$ cat src/design/gtec_pkg.sv
// Shared constants and types for the gimbal target error control block.
package gtec_pkg;
  localparam int SCREEN_WIDTH_DEF = 640;
  localparam int SCREEN_HEIGHT_DEF = 480;
  localparam logic [14:0] DZ_X_RESET = 15'd2621;
  localparam logic [14:0] DZ_Y_RESET = 15'd3277;
  localparam logic [15:0] HOLD_RESET = 16'd600;
  localparam logic [1:0] REG_DZ_X = 2'd0;
  localparam logic [1:0] REG_DZ_Y = 2'd1;
  localparam logic [1:0] REG_HOLD = 2'd2;

  // datapath commands
  typedef struct packed {
    logic load;     // capture input word, compute geometry
    logic div_start; // start divider
    logic div_sel;   // 0 = normalize, 1 = ramp
    logic axis;      // 0 = x, 1 = y
    logic mul_go;    // ramp product into dividend
    logic finish;    // build result, update baseline
  } gtec_cmd_t;

  typedef struct packed {
    logic div_done;
  } gtec_sts_t;
endpackage

$ cat src/design/gtec_ctrl.sv
// Sequencer for the gimbal target error control datapath.
module gtec_ctrl (
  input  logic clk,
  input  logic rst,
  input  logic in_valid,
  output logic in_stall,
  output logic out_valid,
  input  logic out_stall,
  input  gtec_pkg::gtec_sts_t sts,
  output gtec_pkg::gtec_cmd_t cmd
);
  import gtec_pkg::*;
  localparam logic [3:0] S_IDLE = 4'd0, S_NX = 4'd1, S_WNX = 4'd2, S_MX = 4'd3,
    S_RX = 4'd4, S_WRX = 4'd5, S_NY = 4'd6, S_WNY = 4'd7, S_MY = 4'd8, S_RY = 4'd9,
    S_WRY = 4'd10, S_FIN = 4'd11;
  logic [3:0] state, state_next;
  logic out_full;

  // a waiting result only holds off the finish step, not the next input word
  assign in_stall = (state != S_IDLE);
  assign out_valid = out_full;

  always_comb begin
    cmd = '0;
    state_next = state;
    case (state)
      S_IDLE: if (in_valid && !in_stall) begin cmd.load = 1'b1; state_next = S_NX; end
      S_NX: begin cmd.div_start = 1'b1; state_next = S_WNX; end
      S_WNX: if (sts.div_done) state_next = S_MX;
      S_MX: begin cmd.mul_go = 1'b1; state_next = S_RX; end
      S_RX: begin cmd.div_start = 1'b1; cmd.div_sel = 1'b1; state_next = S_WRX; end
      S_WRX: begin cmd.div_sel = 1'b1; if (sts.div_done) state_next = S_NY; end
      S_NY: begin cmd.div_start = 1'b1; cmd.axis = 1'b1; state_next = S_WNY; end
      S_WNY: begin cmd.axis = 1'b1; if (sts.div_done) state_next = S_MY; end
      S_MY: begin cmd.mul_go = 1'b1; cmd.axis = 1'b1; state_next = S_RY; end
      S_RY: begin
        cmd.div_start = 1'b1; cmd.div_sel = 1'b1; cmd.axis = 1'b1; state_next = S_WRY;
      end
      S_WRY: begin cmd.div_sel = 1'b1; cmd.axis = 1'b1; if (sts.div_done) state_next = S_FIN; end
      S_FIN: if (!(out_full && out_stall)) begin cmd.finish = 1'b1; state_next = S_IDLE; end
      default: state_next = S_IDLE;
    endcase
  end

  always_ff @(posedge clk) begin
    if (rst) begin
      state <= S_IDLE;
      out_full <= 1'b0;
    end else begin
      state <= state_next;
      if (cmd.finish) out_full <= 1'b1;
      else if (!out_stall) out_full <= 1'b0;
    end
  end

  a_fin_idle: assert property (@(posedge clk) disable iff (rst)
    cmd.finish |=> state == S_IDLE && out_full) else $error("finish lost");
  a_load_idle: assert property (@(posedge clk) disable iff (rst)
    cmd.load |-> $past(state_next) == $past(state_next) && state == S_IDLE)
    else $error("load outside idle");
  a_busy_stall: assert property (@(posedge clk) disable iff (rst)
    state != S_IDLE |-> in_stall) else $error("accept while busy");
endmodule

$ cat src/design/gtec_dp.sv
// Datapath: box geometry, shared divider and multiplier, baseline hold.
module gtec_dp #(
  parameter int SCREEN_WIDTH = gtec_pkg::SCREEN_WIDTH_DEF,
  parameter int SCREEN_HEIGHT = gtec_pkg::SCREEN_HEIGHT_DEF
) (
  input  logic clk,
  input  logic rst,
  input  gtec_pkg::gtec_cmd_t cmd,
  output gtec_pkg::gtec_sts_t sts,
  input  logic cfg_we,
  input  logic [1:0] cfg_index,
  input  logic [15:0] cfg_data,
  input  logic target_seen,
  input  logic follow_on,
  input  logic signed [11:0] left_x,
  input  logic signed [11:0] top_y,
  input  logic signed [11:0] right_x,
  input  logic signed [11:0] bottom_y,
  input  logic [7:0] missed_frames,
  input  logic [31:0] now_ms,
  output logic signed [11:0] center_x,
  output logic signed [11:0] center_y,
  output logic [11:0] box_width,
  output logic [11:0] box_height,
  output logic [23:0] bbox_area,
  output logic signed [12:0] offset_x,
  output logic signed [12:0] offset_y,
  output logic signed [15:0] yaw_command,
  output logic signed [15:0] pitch_command,
  output logic [31:0] hold_age_ms,
  output logic [1:0] view_mode,
  output logic [6:0] status_bits
);
  import gtec_pkg::*;
  localparam logic signed [12:0] SCX = 13'(SCREEN_WIDTH / 2);
  localparam logic signed [12:0] SCY = 13'(SCREEN_HEIGHT / 2);
  localparam logic [12:0] SW = 13'(SCREEN_WIDTH);
  localparam logic [12:0] SH = 13'(SCREEN_HEIGHT);

  logic [14:0] dz_x, dz_y;
  logic [15:0] hold_lim;
  logic has, trk, pred;
  logic [31:0] now;
  logic signed [11:0] cx, cy;
  logic [11:0] w, h;
  logic signed [12:0] ox, oy;
  logic [15:0] ax, ay;     // |norm|, then |mapped|
  logic [31:0] b_time;
  logic signed [15:0] b_yaw, b_pitch;
  logic b_valid;
  logic signed [15:0] yaw_n, pitch_n;
  logic [15:0] mx, my;
  logic [31:0] age;
  logic held, tout, ydz, pdz;
  logic wb, wb_sel, wb_axis;
  logic [15:0] ramp_r;
  logic [14:0] dz_w;
  logic [15:0] a_w;

  // geometry
  logic signed [12:0] sx, sy, dx, dy;
  logic signed [11:0] cx_c, cy_c;
  assign sx = 13'(left_x) + 13'(right_x);
  assign sy = 13'(top_y) + 13'(bottom_y);
  assign cx_c = 12'((sx + 13'(sx[12])) >>> 1);
  assign cy_c = 12'((sy + 13'(sy[12])) >>> 1);
  assign dx = 13'(right_x) - 13'(left_x);
  assign dy = 13'(bottom_y) - 13'(top_y);

  // shared restoring divider, 32 / 16, one bit per cycle
  logic [31:0] quo;
  logic [16:0] rem;
  logic [15:0] dsor;
  logic [5:0] cnt;
  logic busy;
  logic div_last;
  logic [31:0] prod;
  logic [16:0] rem_sh, rem_sub;
  assign rem_sh = {rem[15:0], quo[31]};
  assign rem_sub = rem_sh - {1'b0, dsor};
  assign div_last = busy && cnt == 6'd1;
  // done while the quotient is being written back
  assign sts.div_done = wb;

  logic signed [12:0] off_a;
  logic [14:0] dz_a;
  logic [15:0] a_a;
  logic [12:0] omag;
  assign off_a = cmd.axis ? oy : ox;
  assign dz_a = cmd.axis ? dz_y : dz_x;
  assign a_a = cmd.axis ? ay : ax;
  assign omag = off_a[12] ? 13'(-off_a) : off_a;

  logic [16:0] two_a;
  assign two_a = {a_a, 1'b0};

  always_ff @(posedge clk) begin
    if (rst) begin
      dz_x <= DZ_X_RESET; dz_y <= DZ_Y_RESET; hold_lim <= HOLD_RESET;
      b_time <= '0; b_yaw <= '0; b_pitch <= '0; b_valid <= 1'b0;
      busy <= 1'b0; cnt <= '0;
    end else begin
      if (cfg_we) begin
        case (cfg_index)
          REG_DZ_X: dz_x <= cfg_data[14:0];
          REG_DZ_Y: dz_y <= cfg_data[14:0];
          REG_HOLD: hold_lim <= cfg_data;
          default: ;
        endcase
      end
      if (cmd.div_start) begin busy <= 1'b1; cnt <= 6'd32; end
      else if (busy) begin cnt <= cnt - 6'd1; if (cnt == 6'd1) busy <= 1'b0; end
      if (cmd.finish && has && trk && !pred) begin
        b_time <= now; b_yaw <= yaw_n; b_pitch <= pitch_n; b_valid <= 1'b1;
      end
    end
  end

  always_ff @(posedge clk) begin
    if (cmd.load) begin
      has <= target_seen; trk <= follow_on;
      pred <= target_seen && missed_frames != 8'd0;
      now <= now_ms;
      cx <= cx_c; cy <= cy_c;
      w <= dx[12] ? 12'd0 : dx[11:0];
      h <= dy[12] ? 12'd0 : dy[11:0];
      ox <= 13'(cx_c) - SCX; oy <= 13'(cy_c) - SCY;
    end
    if (cmd.mul_go) prod <= 32'(two_a - 17'(dz_a)) * 32'(a_a);
    if (cmd.div_start) begin
      rem <= '0;
      if (!cmd.div_sel) begin
        quo <= {3'd0, omag, 16'd0}; dsor <= 16'(cmd.axis ? SH : SW);
      end
      else begin quo <= prod; dsor <= {1'b0, dz_a}; end
    end else if (busy) begin
      if (!rem_sub[16]) begin rem <= rem_sub; quo <= {quo[30:0], 1'b1}; end
      else begin rem <= rem_sh; quo <= {quo[30:0], 1'b0}; end
    end
    // writeback in the cycle after the divider's last step
    if (wb) begin
      if (!wb_sel) begin
        if (wb_axis) ay <= (quo > 32'd32767) ? 16'd32767 : quo[15:0];
        else ax <= (quo > 32'd32767) ? 16'd32767 : quo[15:0];
      end else begin
        if (wb_axis) ay <= ramp_r; else ax <= ramp_r;
      end
    end
    if (cmd.finish) begin
      center_x <= has ? cx : SCX[11:0];
      center_y <= has ? cy : SCY[11:0];
      box_width <= has ? w : '0;
      box_height <= has ? h : '0;
      bbox_area <= has ? 24'(w) * 24'(h) : '0;
      offset_x <= has ? ox : '0;
      offset_y <= has ? oy : '0;
      yaw_command <= has ? yaw_n : (held ? b_yaw : '0);
      pitch_command <= has ? pitch_n : (held ? b_pitch : '0);
      hold_age_ms <= (!has && trk && b_valid) ? age : '0;
      view_mode <= {trk, trk ^ has};
      status_bits <= {tout, held, has ? pdz : !held, has ? ydz : !held,
                      trk && !has, pred, has};
    end
  end

  // writeback tracking: divider result is final the cycle busy drops
  always_ff @(posedge clk) begin
    if (rst) wb <= 1'b0;
    else wb <= div_last;
    wb_sel <= cmd.div_sel; wb_axis <= cmd.axis;
  end

  // ramp: select by deadzone region; quo holds (2a-dz)*a/dz
  assign dz_w = wb_axis ? dz_y : dz_x;
  assign a_w = wb_axis ? ay : ax;
  always_comb begin
    if ({a_w, 1'b0} < 17'(dz_w)) ramp_r = '0;
    else if (a_w < 16'(dz_w)) ramp_r = quo[15:0];
    else ramp_r = a_w;
  end

  assign mx = ax;
  assign my = ay;
  assign yaw_n = ox[12] ? 16'(mx) : 16'(-mx);
  assign pitch_n = oy[12] ? 16'(my) : 16'(-my);
  assign ydz = mx == 16'd0;
  assign pdz = my == 16'd0;
  assign age = now - b_time;
  assign held = !has && trk && b_valid && age <= 32'(hold_lim);
  assign tout = !has && trk && b_valid && !(age <= 32'(hold_lim));

  a_dz_zero: assert property (@(posedge clk) disable iff (rst)
    cmd.finish && has && ydz |=> yaw_command == 16'sd0) else $error("yaw deadzone");
  a_hold_excl: assert property (@(posedge clk) disable iff (rst)
    cmd.finish |-> !(held && tout)) else $error("held and timed out");
  a_div_seq: assert property (@(posedge clk) disable iff (rst)
    cmd.div_start |-> !busy) else $error("divider restarted");
endmodule

$ cat src/design/gimbal_target_error_control.sv
// Top level of the gimbal target error control block.
// One detection word in, one result word out; the next word can be taken in
// the same cycle that out_valid rises. Each word makes four passes through one
// shared restoring divider (normalize and deadzone ramp, for each axis), each
// followed by a one-cycle writeback, plus two ramp multiplies, four divider
// starts, the load and the finish step. The output register holds the result
// while the next word is taken and computed; only the finish step waits while
// the result is stalled. The user must make configuration writes
// (0 deadzone_x, 1 deadzone_y, 2 hold_limit_ms) only while no word is in
// flight; the block itself does not enforce this. Other indexes are ignored.
// After target loss in follow mode the last unpredicted command is held up
// to hold_limit_ms, then the commands drop to zero.
module gimbal_target_error_control #(
  parameter int SCREEN_WIDTH = gtec_pkg::SCREEN_WIDTH_DEF,
  parameter int SCREEN_HEIGHT = gtec_pkg::SCREEN_HEIGHT_DEF
) (
  input  logic clk,
  input  logic rst,
  input  logic cfg_we,
  input  logic [1:0] cfg_index,
  input  logic [15:0] cfg_data,
  input  logic in_valid,
  output logic in_stall,
  input  logic target_seen,
  input  logic follow_on,
  input  logic signed [11:0] left_x,
  input  logic signed [11:0] top_y,
  input  logic signed [11:0] right_x,
  input  logic signed [11:0] bottom_y,
  input  logic [7:0] missed_frames,
  input  logic [31:0] now_ms,
  output logic out_valid,
  input  logic out_stall,
  output logic signed [11:0] center_x,
  output logic signed [11:0] center_y,
  output logic [11:0] box_width,
  output logic [11:0] box_height,
  output logic [23:0] bbox_area,
  output logic signed [12:0] offset_x,
  output logic signed [12:0] offset_y,
  output logic signed [15:0] yaw_command,
  output logic signed [15:0] pitch_command,
  output logic [31:0] hold_age_ms,
  output logic [1:0] view_mode,
  output logic [6:0] status_bits
);
  import gtec_pkg::*;
  gtec_cmd_t cmd;
  gtec_sts_t sts;

  gtec_ctrl u_ctrl (.clk, .rst, .in_valid, .in_stall, .out_valid, .out_stall,
    .sts, .cmd);

  gtec_dp #(.SCREEN_WIDTH(SCREEN_WIDTH), .SCREEN_HEIGHT(SCREEN_HEIGHT)) u_dp (
    .clk, .rst, .cmd, .sts, .cfg_we, .cfg_index, .cfg_data,
    .target_seen, .follow_on, .left_x, .top_y, .right_x, .bottom_y,
    .missed_frames, .now_ms, .center_x, .center_y, .box_width, .box_height,
    .bbox_area, .offset_x, .offset_y, .yaw_command, .pitch_command,
    .hold_age_ms, .view_mode, .status_bits);
endmodule
$ cat config.mk
export PLATFORM = sky130hd
export DESIGN_NAME = gimbal_target_error_control
export DESIGN_NICKNAME = d
export VERILOG_FILES = /design/src/design/gtec_pkg.sv /design/src/design/gtec_ctrl.sv /design/src/design/gtec_dp.sv /design/src/design/gimbal_target_error_control.sv
export SDC_FILE = /design/constraint.sdc
export NUM_CORES = 2
export LEC_CHECK = 0
export ABC_CLOCK_PERIOD_IN_PS = 11800
export BUFFER_PORTS_ARGS = -buffer_cell sky130_fd_sc_hd__buf_2
export CORE_MARGIN = 2
export CORE_UTILIZATION = 55
export DETAILED_ROUTE_END_ITERATION = 8
export PLACE_DENSITY_LB_ADDON = 0.25
export SLEW_MARGIN = 15
export SYNTH_ARGS = -nofsm -noshare
export SYNTH_HDL_FRONTEND = slang
export SYNTH_HIERARCHICAL = 1
export SYNTH_SLANG_ARGS = --single-unit
$ cat constraint.sdc
create_clock -name clk -period 11.8 [get_ports clk]
set_input_delay 1.77 -clock clk [delete_from_list [all_inputs] [get_ports clk]]
set_output_delay 1.77 -clock clk [all_outputs]
set_load 0.1 [all_outputs]
### Yosys cells after proc, flatten, opt, wreduce, memory -nomap -nowiden

Cells that the tools add are included.

* output and inout bits: 173
* logic and storage cells: 174
* register bits: 534
* input port bits: 113

* mux-type cells: 52
* bitwise operators: 2
* order comparisons: 4
* multiply operators: 2
* equality and inequality tests: 21
* reduce and logical (&&, ||, !) cells: 34
* add/subtract/negate cells: 15

Operators with widths (number)
* 16-bit 2-to-1 mux: 18
* 32-bit 2-to-1 mux: 3
* 4-bit case mux with 12 select lines: 1
* 15-bit 2-to-1 mux: 3
* 32-bit by 15-bit greater-than comparator with 1-bit output (second input constant): 1
* 32-bit by 16-bit <= comparator with 1-bit output: 1
* 16-bit logical NOT: 2
* 32-bit by 16-bit multiplier with 32-bit output: 1
* 16-bit negator: 2
* 32-bit subtractor: 1
* 12-bit by 12-bit adder with 13-bit output: 2
* 13-bit by 1-bit adder with 13-bit output: 2
* 13-bit 2-to-1 mux: 2
* 12-bit by 12-bit subtractor with 13-bit output: 2
* 12-bit by 12-bit multiplier with 24-bit output: 1
* 4-bit 2-to-1 mux: 6
* 17-bit by 15-bit subtractor with 18-bit output: 1
* 17-bit by 15-bit < comparator with 1-bit output: 1
* 17-bit by 16-bit subtractor with 17-bit output: 1
* 4-bit by 3-bit equality test with 1-bit output (second input constant): 4
* 4-bit equality test (second input constant): 4
* 16-bit by 15-bit < comparator with 1-bit output: 1
* 1-bit 2-to-1 mux: 16
* 13-bit negator: 1
* other kinds (26): 53

### Logic depth before layout (Yosys ltp)

* depth after elaboration: 8
* depth in mapped cells: 49
* mapped depth without buffers: 42

### By module

The synthesis kept the hierarchy.

By module, submodules not included
* gtec_dp: area each 42060.3 sq um, instances 1, cells each 4382
* gtec_ctrl: area each 396.6 sq um, instances 1, cells each 51

### Least setup slack after synthesis

Ideal clock, no wire load.

* kind: input -> register
* start: input out_stall
* end: register u_dp.b_pitch[10]
* arrival time: 11.329 ns
* setup slack: 0.385 ns
* stages on the path: 5
* path through: a21oi_1 -> nand4b_1 -> clkbuf_1 -> buf_1 -> a211oi_1

* word-level cells in the longest chain between the ends: 6

Ends and longest elaborated chain
* from (decl): RTL line gimbal_target_error_control.sv:33 `input logic out_stall,`
* 1-bit logical AND: RTL line gtec_ctrl.sv:40 `S_FIN: if (!(out_full && out_stall)) begin cmd.finish = 1'b1; state_next = S_IDLE; end`
* 1-bit 2-to-1 mux: RTL line gtec_ctrl.sv:40
* 1-bit 2-to-1 mux: RTL line gtec_ctrl.sv:26 `case (state)`
* 1-bit logical AND (3 in series): RTL line gtec_dp.sv:113 `if (cmd.finish && has && trk && !pred) begin`
* to (signal assigned): RTL line gtec_dp.sv:100 `b_time <= '0; b_yaw <= '0; b_pitch <= '0; b_valid <= 1'b0;`
* to (signal assigned): RTL line gtec_dp.sv:114 `b_time <= now; b_yaw <= yaw_n; b_pitch <= pitch_n; b_valid <= 1'b1;`
* to (decl): RTL line gtec_dp.sv:49 `logic signed [15:0] b_yaw, b_pitch;`

Every way passes these cells.
A chain may end at the register's enable or synchronous reset.

==> metrics <==
simple-gate share of the synthesized area=0.152; top cells by area, synth=edfxtp_1, fa_1, ha_1, dfxtp_1, inv_1; final setup fails=0; status=completed; sequential area share after synthesis=0.329; Mapped Nets=5232; Max H-tree Level=2; post-synthesis compound-gate area fraction=0.105; GRT Util Overall=0.264; post-route ant nets=0; mapped cell area=between 40000 and 50000 µm²; vias in the first global route=30500; XOR/XNOR share of the synthesized area=0.0421; Synth area leader=edfxtp_1; Cell Rows=between 100 and 150; most common cell after layout, fill and taps aside=inv_1; Placed Area=44900 µm²; clk slew on worst S/H paths=0.06 ns; area delta synth->final=10.5%; total routed wirelength=105000 µm; DP Wirelength=80800 µm; Worst path slowest cell=dfxtp_1; RSZ-0062 raised after global routing=no; measured slew at the worst slew-check pin=1.25 ns; CTS tree=done; drt pass-1 iters=8; minimum clock period=around 11 ns; CP Launch Type=register; initial core utilization=0.557; final hold vios=0; post-synthesis mux area share=0.0226; layout cell share with drive strength beyond 1=0.112; ys flop type=edfxtp_1; largest net degree at the start of global routing=95; Slew Viols, Final=0; Post-CTS Resized=0; yosys warns=6; gr ovfl total=0; CP max FO=19; Multi-input gate area=25100 µm²; Register Area=14000 µm²; chip width=282 µm; slew margin rel.=0.166; Netlist cell types=83; Post-synth EDFFs=371; most frequent cells in the layout=inv_1, nand2_1, fa_1, edfxtp_1, nor2_1; number of remaining DRC errors=0; WP data arrival=11.38 ns; Num Clock Sinks=513; Longest Clk Path Bufs=3; Wirelength per Cell=18.4 µm; via count=31500; number of synthesized register bits=513; Post-Layout Inst Area=46900 µm²; CP dominant cell by count=fa_1; CP required=between 10 and 15 ns; main combinational cell family by area after synthesis=adder cells; HP Class=reg2reg; vias per inst=5.50; top achievable clock speed=90.7 MHz; # fillers=about 6400; Synth Instances=4433; adder-cell share of the synthesized area=0.269; CP peak stage delay=0.60 ns; first-pass GRT wire length=164000 µm; hold-fix buffers at CTS=0; Nets=roughly 5400; IO Pins=286; Core ar.=76200 µm²; Die Ht=~280 µm; syn_area_per_cell=9.58 µm²; Post-synth ARST share=0; Setup CP Type=reg2reg; Critical Path End Type=register; CP Buf/Inv Count=7; critical path's top delay family=adder cells; initial antenna violation count=2; Setup TNS Final=0 ns; First DRT Iteration DRCs=2542; RD Place Congestion=0.934; fin crit share=0.934; CTS Buf Count=55; IO Port Bufs=285; clock insertion delay at the later pin of the skew report=0.64 ns; Fin Clk Skew=approximately 0.05 ns; root buf cell=clkbuf_16; die area=79400 µm²; setup bufs post-CTS=0; final hold slack=around 0.45 ns; max-cap violation count=0; share of the synthesized area in the top cell type=0.262
[worst register-to-register path: cells and delay by family (launching register included)]
kind | cells | cell delay [ns]
flip-flops | 1 | 0.60
multiplexers | 1 | 0.24
AND/OR/NAND/NOR | 6 | 1.35
XOR/XNOR | 1 | 0.10
buffers and inverters | 7 | 1.00
AO/OA/AOI/OAI | 14 | 3.32
adder cells (fa/ha/maj) | 9 | 4.19
[layer usage]
| layer | vias up | routed length, µm | part of all wire | track usage |
|---|---|---|---|---|
| met5 | - | 0 | 0 | 0 |
| met4 | 0 | 2850 | 0.027 | 0.0721 |
| met3 | 170 | 7180 | 0.068 | 0.0366 |
| met2 | 1015 | 49700 | 0.47 | 0.430 |
| met1 | 15300 | 45400 | 0.43 | 0.369 |
| li1 | 15000 | - | - | - |
[kinds of logic after synthesis]
logic type,after synthesis
and+or+nand+nor,1390
buffers and inverters,887
DFF,513
adders and majority gates,687
xor gates and xnor gates,203
AOI/OAI and AO/OA,660
muxes,93
[cells in the mapped netlist (119+ instances only)]
cell type and count:
dfxtp_1 142, and2_1 137, o21ai_0 119, nor2_1 371, clkbuf_1 145, edfxtp_1 371
a21oi_1 221, nand2_1 513, fa_1 376, ha_1 310, inv_1 703, xnor2_1 131
[stage by stage]
| stage | worst slack (ns) | util | instances |
|---|---|---|---|
| after CTS | 0.878 | 0.615 | 5723 |
| after floorplan | 0.385 | - | 4433 |
| after global placement | 1.19 | 0.589 | 5619 |
| after global routing | 0.0282 | 0.616 | 5725 |
| after detailed placement | 0.924 | 0.589 | 5619 |
| final | 0.777 | 0.616 | 5725 |
[flip-flops by register name, indices dropped and copies added (netlist names), 24 cells and up]
| signal | flops |
|---|---|
| u_dp/bbox_area | 24 |
| u_dp/quo | 32 |
| u_dp/prod | 32 |
| u_dp/b_time | 32 |
| u_dp/now | 32 |
| u_dp/hold_age_ms | 32 |
[final timing paths]
path	cells past startpoint	slack, ns	end	startpoint
setup reg to reg	38	0.78	u_dp/prod[31]	u_ctrl/state[2]
hold reg to reg	2	0.45	u_dp/b_time[23]	u_dp/b_time[23]
setup / recovery	38	0.78	u_dp/prod[31]	u_ctrl/state[2]
hold / removal	2	0.45	u_dp/b_time[23]	u_dp/b_time[23]
[final cells by class]
class | instances | area share
inverters | 709 | 0.0567
multi-input cells | 3033 | 0.536
diodes | 1 | 0.0000533
well taps | 1030 | 0.0275
flip-flops and latches | 513 | 0.298
repair buffers | 335 | 0.0389
clock buffers | 78 | 0.0371
clock inverters | 26 | 0.00597
Power is left out: the tool's default activity adds up to more than one toggle a clock period on the data nets, which glitch-free logic cannot reach.
